**src/hdl/mlc_pkg.sv**
```systemverilog
// Package for the motion light controller: transaction types, codes and
// timing constants shared by the configuration block, the core and the top.
// No dependencies.
package mlc_pkg;

  // Time and configuration widths
  localparam int unsigned TimeW   = 32;
  localparam int unsigned PhotoW  = 10;
  localparam int unsigned LightW  = 2;
  localparam int unsigned StatusW = 3;
  localparam int unsigned CmdW    = 2;
  localparam int unsigned CfgIdxW = 1;
  localparam int unsigned CfgDataW = 32;

  // Smoothed brightness, unsigned 10.8 fixed point
  localparam int unsigned SmoothW   = 18;
  localparam int unsigned SmoothSumW = 21;
  // ceil(2^23 / 5): exact divide by five for sums below 2^22
  localparam int unsigned DivFiveShift = 23;
  localparam logic [SmoothSumW-1:0] DivFiveMul = 21'd1677722;
  // ceil(2^11 / 3): exact divide by three for 10-bit values
  localparam int unsigned DivThreeShift = 11;
  localparam logic [PhotoW-1:0] DivThreeMul = 10'd683;

  localparam int unsigned DetW = 4;
  localparam int unsigned DisCntW = 2;

  localparam logic [TimeW-1:0]   QuietMs        = 32'd5000;
  localparam logic [TimeW-1:0]   HourMs         = 32'd3600000;
  localparam logic [TimeW-1:0]   SixHoursMs     = 32'd21600000;
  localparam logic [TimeW-1:0]   DayMs          = 32'd86400000;
  localparam logic [TimeW-1:0]   TimeoutReset   = 32'd35000;
  localparam logic [PhotoW-1:0]  MaxBrightReset = 10'd100;
  localparam logic [SmoothW-1:0] SmoothReset    = 18'd6400;
  localparam logic [DetW-1:0]    DetWrap        = 4'd9;
  localparam logic [DisCntW-1:0] DisCntMax      = 2'd3;

  typedef enum logic {
    KIND_POLL   = 1'b0,
    KIND_REPORT = 1'b1
  } kind_e;

  typedef enum logic [CfgIdxW-1:0] {
    CFG_TIMEOUT    = 1'b0,
    CFG_MAX_BRIGHT = 1'b1
  } cfg_idx_e;

  typedef enum logic [StatusW-1:0] {
    ST_IDLE     = 3'd0,
    ST_MOTION   = 3'd1,
    ST_DIS_1H   = 3'd2,
    ST_DIS_6H   = 3'd3,
    ST_DIS_24H  = 3'd4
  } status_e;

  typedef enum logic [CmdW-1:0] {
    CMD_NONE   = 2'd0,
    CMD_ON_50  = 2'd1,
    CMD_ON_100 = 2'd2,
    CMD_OFF    = 2'd3
  } cmd_e;

  typedef struct packed {
    logic              kind;
    logic [TimeW-1:0]  now_ms;
    logic              motion;
    logic [PhotoW-1:0] photo_sample;
    logic [LightW-1:0] reported_light;
    logic              by_controller;
  } mlc_in_t;

  typedef struct packed {
    logic [StatusW-1:0] status;
    logic [CmdW-1:0]    light_command;
  } mlc_out_t;

  // Configuration as seen by the core
  typedef struct packed {
    logic [TimeW-1:0]   timeout_default;
    logic [SmoothW-1:0] on_thresh;    // max_brightness in 10.8
    logic [SmoothW-1:0] half_thresh;  // (max_brightness / 3) in 10.8
    logic               timeout_load; // timeout register written this cycle
  } mlc_cfg_t;

  // Disable period for a given escalation count
  function automatic logic [TimeW-1:0] dis_length(input logic [DisCntW-1:0] cnt);
    logic [TimeW-1:0] len;
    unique case (cnt)
      2'd0:    len = '0;
      2'd1:    len = HourMs;
      2'd2:    len = SixHoursMs;
      default: len = DayMs;
    endcase
    return len;
  endfunction

endpackage

```
**src/hdl/motion_light_controller.sv**
```systemverilog
// Motion light controller top level: input register, decision core, result register.
// Depends on mlc_pkg, mlc_cfg and mlc_core.
//
// Every input transaction (poll or light-state report) yields exactly one result
// transaction. The block accepts one transaction per clock while in_stall_o is low.
// On its way to the output the transaction first sits in the input register, where
// the core evaluates it against the current state and updates that state, and its
// result then loads into the result register, from which it leaves. The core's
// critical path is the brightness smoothing (an add and a 21x21 reciprocal multiply)
// followed by a threshold compare. Input stall rises only when a result is held by a
// stalled output and the input register is occupied. Configuration writes are
// always ready and should be issued only while no transaction is in flight.
module motion_light_controller (
  input  logic                           clk_i,
  input  logic                           rst_ni,
  input  logic                           in_valid_i,
  output logic                           in_stall_o,
  input  mlc_pkg::mlc_in_t               in_data_i,
  output logic                           out_valid_o,
  input  logic                           out_stall_i,
  output mlc_pkg::mlc_out_t              out_data_o,
  input  logic                           cfg_valid_i,
  output logic                           cfg_ready_o,
  input  logic [mlc_pkg::CfgIdxW-1:0]    cfg_index_i,
  input  logic [mlc_pkg::CfgDataW-1:0]   cfg_data_i
);
  import mlc_pkg::*;

  logic      in_valid_q;
  mlc_in_t   in_data_q;
  logic      out_valid_q;
  mlc_out_t  out_data_q;
  logic      advance;
  logic      in_take;
  mlc_cfg_t  cfg;
  mlc_out_t  res;

  // Item in the input register moves on when the result register frees up
  assign advance    = in_valid_q & (~out_valid_q | ~out_stall_i);
  assign in_stall_o = in_valid_q & ~advance;
  assign in_take    = in_valid_i & ~in_stall_o;

  mlc_cfg u_cfg (
    .clk_i       (clk_i),
    .rst_ni      (rst_ni),
    .cfg_valid_i (cfg_valid_i),
    .cfg_ready_o (cfg_ready_o),
    .cfg_index_i (cfg_index_i),
    .cfg_data_i  (cfg_data_i),
    .cfg_o       (cfg)
  );

  mlc_core u_core (
    .clk_i  (clk_i),
    .rst_ni (rst_ni),
    .step_i (advance),
    .item_i (in_data_q),
    .cfg_i  (cfg),
    .res_o  (res)
  );

  // Input register
  always_ff @(posedge clk_i or negedge rst_ni) begin
    if (!rst_ni) begin
      in_valid_q <= 1'b0;
    end else if (in_take) begin
      in_valid_q <= 1'b1;
    end else if (advance) begin
      in_valid_q <= 1'b0;
    end
  end

  always_ff @(posedge clk_i) begin
    if (in_take) begin
      in_data_q <= in_data_i;
    end
  end

  // Result register
  always_ff @(posedge clk_i or negedge rst_ni) begin
    if (!rst_ni) begin
      out_valid_q <= 1'b0;
    end else if (advance) begin
      out_valid_q <= 1'b1;
    end else if (!out_stall_i) begin
      out_valid_q <= 1'b0;
    end
  end

  always_ff @(posedge clk_i) begin
    if (advance) begin
      out_data_q <= res;
    end
  end

  assign out_valid_o = out_valid_q;
  assign out_data_o  = out_data_q;

endmodule

```
**src/hdl/mlc_cfg.sv**
```systemverilog
// Configuration registers of the motion light controller, with the brightness
// thresholds precomputed at write time. Depends on mlc_pkg.
module mlc_cfg (
  input  logic                              clk_i,
  input  logic                              rst_ni,
  input  logic                              cfg_valid_i,
  output logic                              cfg_ready_o,
  input  logic [mlc_pkg::CfgIdxW-1:0]       cfg_index_i,
  input  logic [mlc_pkg::CfgDataW-1:0]      cfg_data_i,
  output mlc_pkg::mlc_cfg_t                 cfg_o
);
  import mlc_pkg::*;

  logic [TimeW-1:0]    timeout_q, timeout_d;
  logic [PhotoW-1:0]   max_q, max_d;
  logic [PhotoW-2:0]   third_q, third_d;
  logic [2*PhotoW-1:0] third_prod;
  logic                wr;

  assign cfg_ready_o = 1'b1;
  assign wr = cfg_valid_i & cfg_ready_o;

  // Divide new max_brightness by three via reciprocal multiply
  assign third_prod = cfg_data_i[PhotoW-1:0] * DivThreeMul;

  always_comb begin
    timeout_d = timeout_q;
    max_d     = max_q;
    third_d   = third_q;
    if (wr) begin
      unique case (cfg_idx_e'(cfg_index_i))
        CFG_TIMEOUT: begin
          timeout_d = cfg_data_i[TimeW-1:0];
        end
        CFG_MAX_BRIGHT: begin
          max_d   = cfg_data_i[PhotoW-1:0];
          third_d = third_prod[DivThreeShift +: PhotoW-1];
        end
        default: begin
          timeout_d = timeout_q;
        end
      endcase
    end
  end

  always_ff @(posedge clk_i or negedge rst_ni) begin
    if (!rst_ni) begin
      timeout_q <= TimeoutReset;
      max_q     <= MaxBrightReset;
      third_q   <= (PhotoW-1)'(MaxBrightReset / 3);
    end else begin
      timeout_q <= timeout_d;
      max_q     <= max_d;
      third_q   <= third_d;
    end
  end

  // New timeout is visible in its write cycle so the core reloads that value
  assign cfg_o.timeout_default = timeout_d;
  assign cfg_o.on_thresh       = {max_q, 8'd0};
  assign cfg_o.half_thresh     = {1'b0, third_q, 8'd0};
  assign cfg_o.timeout_load    = wr && (cfg_idx_e'(cfg_index_i) == CFG_TIMEOUT);

endmodule

```
**src/hdl/mlc_core.sv**
```systemverilog
// Controller state and the per-transaction decision logic: polls, reports,
// disable escalation, brightness smoothing and the off timeout. Depends on mlc_pkg.
module mlc_core (
  input  logic                clk_i,
  input  logic                rst_ni,
  input  logic                step_i,
  input  mlc_pkg::mlc_in_t    item_i,
  input  mlc_pkg::mlc_cfg_t   cfg_i,
  output mlc_pkg::mlc_out_t   res_o
);
  import mlc_pkg::*;

  logic [LightW-1:0]  light_q, light_d;
  logic [DisCntW-1:0] dis_cnt_q, dis_cnt_d;
  logic [DetW-1:0]    det_q, det_d;
  logic               past_q, past_d;
  logic [TimeW-1:0]   st_dis_q, st_dis_d;
  logic [TimeW-1:0]   st_moff_q, st_moff_d;
  logic [TimeW-1:0]   st_motion_q, st_motion_d;
  logic [TimeW-1:0]   st_act_q, st_act_d;
  logic [TimeW-1:0]   timeout_q, timeout_d;
  logic [SmoothW-1:0] smooth_q, smooth_d;

  logic [TimeW-1:0]      now;
  logic [TimeW-1:0]      since_dis, since_moff, since_act, since_motion;
  logic [SmoothSumW-1:0] smooth_sum;
  logic [2*SmoothSumW-1:0] smooth_prod;
  logic [SmoothW-1:0]    smooth_new;
  logic [DetW-1:0]       det_inc;

  assign now          = item_i.now_ms;
  assign since_dis    = now - st_dis_q;
  assign since_moff   = now - st_moff_q;
  assign since_act    = now - st_act_q;
  assign since_motion = now - st_motion_q;
  assign det_inc      = (det_q == DetWrap) ? '0 : det_q + 1'b1;

  // s = (4s + 256p) / 5 with a reciprocal multiply
  assign smooth_sum  = {1'b0, smooth_q, 2'b00} + {3'b000, item_i.photo_sample, 8'd0};
  assign smooth_prod = smooth_sum * DivFiveMul;
  assign smooth_new  = smooth_prod[DivFiveShift +: SmoothW];

  // Next state and result for the transaction in the input register
  always_comb begin
    light_d     = light_q;
    dis_cnt_d   = dis_cnt_q;
    det_d       = det_q;
    past_d      = past_q;
    st_dis_d    = st_dis_q;
    st_moff_d   = st_moff_q;
    st_motion_d = st_motion_q;
    st_act_d    = st_act_q;
    timeout_d   = timeout_q;
    smooth_d    = smooth_q;
    res_o.status        = ST_IDLE;
    res_o.light_command = CMD_NONE;

    if (step_i) begin
      if (item_i.kind == KIND_REPORT) begin
        if (light_q != item_i.reported_light) begin
          if (item_i.by_controller) begin
            if (item_i.reported_light == '0) begin
              if (since_moff < QuietMs) begin
                // Repeated manual off: escalate the disable period
                if (dis_cnt_q != DisCntMax) begin
                  dis_cnt_d = dis_cnt_q + 1'b1;
                end
                st_dis_d = now;
              end else if (st_dis_q != '0) begin
                st_dis_d  = '0;
                dis_cnt_d = '0;
              end
              timeout_d = cfg_i.timeout_default;
              st_moff_d = now;
            end else begin
              timeout_d = HourMs;
            end
            st_act_d = now;
          end
          light_d = item_i.reported_light;
        end
      end else if (since_dis < dis_length(dis_cnt_q)) begin
        // Detection disabled: report graded status only
        unique case (dis_cnt_q)
          2'd3:    res_o.status = ST_DIS_24H;
          2'd2:    res_o.status = ST_DIS_6H;
          default: res_o.status = ST_DIS_1H;
        endcase
      end else if (since_act < QuietMs) begin
        // Quiet period after a manual action
        res_o.status = ST_IDLE;
      end else if (item_i.motion) begin
        det_d       = det_inc;
        past_d      = 1'b1;
        st_motion_d = now;
        if (light_q == '0 && past_q) begin
          smooth_d = smooth_new;
          if (smooth_new <= cfg_i.on_thresh) begin
            res_o.light_command = (smooth_new < cfg_i.half_thresh) ? CMD_ON_50 : CMD_ON_100;
          end
        end
        if (det_inc == DetW'(1)) begin
          res_o.status = ST_MOTION;
        end
      end else begin
        det_d  = '0;
        past_d = 1'b0;
        if (light_q != '0 && st_motion_q != '0 && since_motion > timeout_q) begin
          res_o.light_command = CMD_OFF;
          timeout_d = cfg_i.timeout_default;
        end
      end
    end

    // Timeout register write also reloads the active timeout
    if (cfg_i.timeout_load) begin
      timeout_d = cfg_i.timeout_default;
    end
  end

  always_ff @(posedge clk_i or negedge rst_ni) begin
    if (!rst_ni) begin
      light_q     <= '0;
      dis_cnt_q   <= '0;
      det_q       <= '0;
      past_q      <= 1'b0;
      st_dis_q    <= '0;
      st_moff_q   <= '0;
      st_motion_q <= '0;
      st_act_q    <= '0;
      timeout_q   <= TimeoutReset;
      smooth_q    <= SmoothReset;
    end else begin
      light_q     <= light_d;
      dis_cnt_q   <= dis_cnt_d;
      det_q       <= det_d;
      past_q      <= past_d;
      st_dis_q    <= st_dis_d;
      st_moff_q   <= st_moff_d;
      st_motion_q <= st_motion_d;
      st_act_q    <= st_act_d;
      timeout_q   <= timeout_d;
      smooth_q    <= smooth_d;
    end
  end

endmodule

```
**config.mk**
```make
export PLATFORM = sky130hd
export DESIGN_NAME = motion_light_controller
export DESIGN_NICKNAME = d
export VERILOG_FILES = /design/src/hdl/mlc_pkg.sv /design/src/hdl/motion_light_controller.sv /design/src/hdl/mlc_cfg.sv /design/src/hdl/mlc_core.sv
export SDC_FILE = /design/constraint.sdc
export NUM_CORES = 1
export LEC_CHECK = 0
export CAP_MARGIN = 20
export CORE_AREA = 2 2 220 439
export CTS_BUF_LIST = sky130_fd_sc_hd__clkbuf_2
export DETAILED_ROUTE_END_ITERATION = 6
export DIE_AREA = 0 0 222 441
export DONT_BUFFER_PORTS = 1
export PLACE_DENSITY_LB_ADDON = 0.15
export SYNTH_ARGS = -nofsm -noshare
export SYNTH_HDL_FRONTEND = slang
export SYNTH_HIERARCHICAL = 1
export SYNTH_SLANG_ARGS = --single-unit
```
**constraint.sdc**
```tcl
create_clock -name clk_i -period 29.9 [get_ports clk_i]
set_clock_uncertainty 0.2 [all_clocks]
set_input_delay 1.495 -clock clk_i [delete_from_list [all_inputs] [get_ports clk_i]]
set_output_delay 1.495 -clock clk_i [all_outputs]
set_load 0.1 [all_outputs]
```
==> flow_metrics.py <==
metrics = {
    "logic_synthesis": {
        "synth.yosys.seq_area_share_pct": 27.0,
        "synth_area_um2": 28200,
        "ys_top_cells_by_count": "inv_1, ha_1, dfrtp_1",
        "synth_cells": 2909,
        "ys_ff_latch": 292,
        "ys_types": 95,
        "synth.most_common_cell": "inv_1",
        "synthTopCellsByArea": "ha_1, dfrtp_1, fa_1, inv_1, edfxtp_1",
        "synth_ff_type": "dfrtp_1",
        "yosysTopAreaCell": "ha_1",
        "synth_edf_count": 52,
        "yosysWarningCount": 6,
        "ys_async_sr_fraction_pct": 82.2,
        "synth_top_area_share_pct": 20.7,
        "syn_area_per_cell_um2": 9.68,
    },
    "finish": {
        "n_fill_cell": 9923,
        "area.growth.synth_to_final_pct": 8.06,
        "drive_above_1_share_pct": 9.44,
        "multi_input_area_um2": 18300,
        "seqCellArea_um2": 7590,
        "nNetsFinal": 3677,
    },
    "cts": {
        "cts_max_level": 3,
        "clkTransAtPathRegs_ns": 0.12,
        "clock-root-buffer": "clkbuf_2",
        "clkLatencyLatePin_ns": 1.09,
        "cts_buffers": 85,
        "cts_tree": "yes",
        "cts_buffer_depth": 3,
        "cts.sinks": 292,
        "post_cts_buffers": 0,
    },
    "route": {
        "drt_pass1_iterations": 5,
        "routed_wl_mm": 76.4,
        "vias_per_cell": 4.82,
        "ant_nets": 0,
        "drtIter0Drc": 1101,
        "wl_per_cell_um": 17.9,
        "num_vias": 20552,
        "drc": 0,
    },
    "critical_path": {
        "required_ns": 30.49,
        "cp_common_cell": "a21oi_1",
        "crit_family": "compound AO/OA/AOI/OAI gates",
        "reg2reg_to": "out_data_o[1]",
        "setup.worst_path.class": "reg -> reg",
        "rrSetupSlack_ns": 18.71,
        "rr_startpoint": "in_data_q[4]",
        "slowest_stage": "a22oi_1",
        "worstPathMaxFanout": 4,
        "worstSetupPathDepth": 45,
        "cp-end-kind": "flop",
        "critPathBufInv": 4,
        "max_stage_delay_ns": 0.51,
        "rr_worst_depth": 45,
        "cp-start-kind": "flop",
        "worstPathArrival_ns": 11.78,
    },
    "timing": {
        "fin_crit_sh_pct": 37.4,
        "hold_viol_final": 0,
        "finalSetupViolCount": 0,
        "relSlewSlack_pct": 31.1,
        "fin_tns_setup_ns": 0,
        "slew_viol_final": 0,
        "min_period_ns": 11.19,
        "rsz0062_at_grt": "no",
        "worst_pin_slew_ns": 1.03,
        "max_freq_mhz": 89.4,
    },
    "floorplan": {
        "dieArea_um2": 97900,
        "initial_core_util_pct": 29.7,
        "die_x_um": 222,
        "core_area_um2": 94700,
        "num_rows": 160,
        "die_h_um": 441,
        "io_pins": 93,
    },
    "global_route": {
        "grt_usage_pct": 16.1,
        "grt_pass1_vias": 21161,
        "grt_max_degree": 225,
        "grt-ovfl-total": 0,
        "grt_first_pass_wirelength_mm": 123,
        "antenna_found_initial": 16,
    },
    "worst_hold_path": {
        "hold_path_class": "in -> async",
    },
    "placement": {
        "hpwlAfterDp_mm": 60.0,
        "gp_congestion": 0.831,
        "portBuffers": 0,
    },
    "outcome": {
        "outcome": "completed",
    },
    "job": {
        "drv_cap": 0,
    },
}
## kinds of logic after synthesis
| kind of cell | synth area share [%] |
|---|---|
| AOI/OAI and AO/OA | 15.2 |
| adders and majority gates | 31.6 |
| buffers and inverters | 8.56 |
| and+or+nand+nor | 10.0 |
| DFF | 27.0 |
| xor gates and xnor gates | 3.73 |
| muxes | 3.87 |
| other | 0.0267 |
## worst max-delay path by stage
stage / slack, ns / endpoint / startpoint
after detailed placement: 18.65 / out_data_o[1] / in_data_q[4]
final: 18.71 / out_data_o[1] / in_data_q[4]
after global placement: 18.83 / out_data_o[1] / in_data_q[3]
after global routing: 17.73 / out_data_o[1] / in_data_q[4]
after CTS: 18.60 / out_data_o[1] / in_data_q[4]
after floorplan: 20.05 / out_data_o[1] / in_data_q[3]
## per-stage QoR
stage / instances / hold slack, ns / setup slack [ns] / utilization, % / area, um^2
2_1_floorplan: 2925 / 0.239 / 20.05 / - / 28200
3_3_place_gp: 4094 / 0.251 / 18.83 / 31.2 / 29500
3_5_place_dp: 4095 / 0.255 / 18.65 / 31.2 / 29500
4_1_cts: 4252 / 0.0918 / 18.60 / 32.1 / 30400
5_1_grt: 4257 / 0.147 / 17.73 / 32.1 / 30400
6_report: 4260 / 0.259 / 18.71 / 32.1 / 30400
## cells in the final DEF, fill, tap and decap left out, drive strengths merged, types with 15 or more instances in the layout
| master | synthesis | layout |
|---|---|---|
| nor4 | 24 | 24 |
| nand4 | 49 | 49 |
| a22o | 56 | 56 |
| nor3 | 29 | 29 |
| ha | 466 | 466 |
| xor2 | 31 | 31 |
| fa | 154 | 154 |
| o21ai | 154 | 154 |
| edfxtp | 52 | 52 |
| nand2 | 180 | 180 |
| nor2b | 34 | 34 |
| nor2 | 93 | 93 |
| clkinv | 0 | 23 |
| o211ai | 15 | 15 |
| and2 | 15 | 15 |
| inv | 513 | 516 |
| a21o | 83 | 83 |
| and3 | 19 | 19 |
| nand3 | 47 | 47 |
| dfrtp | 220 | 220 |
| o21a | 29 | 29 |
| clkbuf | 34 | 126 |
| buf | 41 | 34 |
| a211oi | 18 | 18 |
| o21bai | 19 | 19 |
| a21oi | 137 | 137 |
| conb | 2 | 18 |
| mux2 | 87 | 87 |
| dfstp | 20 | 20 |
| xnor2 | 89 | 89 |
| nand2b | 24 | 24 |
## per-layer routing
layer,global-route usage [%],share of wire [%],vias to the layer above,wire [um]
met3,3.17,4.6,93,3520
met4,3.84,1.5,20,1170
met5,0,0.16,-,120
li1,-,-,10209,-
met1,23.6,52,9860,39400
met2,24.1,42,370,32200
## repair_timing
item	4_1_cts	5_1_grt
gates resized for setup	0	0
endpoints found under the hold margin	224	3
hold buffers	2	1
## flip-flops by register name, summed over array words and instances, names as in the netlist
register	flops
in_valid_q	1
u_core/timeout_q	32
u_core/st_act_q	32
u_core/st_moff_q	32
u_core/smooth_q	18
u_core/light_q	2
u_core/det_q	4
out_valid_o	1
u_cfg/third_q	9
u_cfg/timeout_q	32
u_core/past_q	1
u_core/st_motion_q	32
u_core/dis_cnt_q	2
u_cfg/max_q	10
u_core/st_dis_q	32
out_data_o	5
in_data_q	47
## worst reg2reg max path, delay by kind of cell, from the launching register on
family          cells  cell delay [ns]
compound gates     23             4.81
flops               1             0.45
fa+ha+maj          10             3.93
simple gates        6             0.41
xor+xnor            2             0.68
buf+inv             4             0.40
## area by class of cell
cell class / count / share of cell area, %
repair buffers: 35 / 1.15
clock buffers: 126 / 2.07
diodes: 5 / 0.0411
inverters: 513 / 6.33
flip-flops and latches: 292 / 24.9
well taps: 1215 / 4.99
clock inverters: 29 / 0.501
multi-input cells: 2045 / 60.0
Power is not shown: default switching activity piles up to over one toggle a cycle in this logic, so the estimate is an artifact.
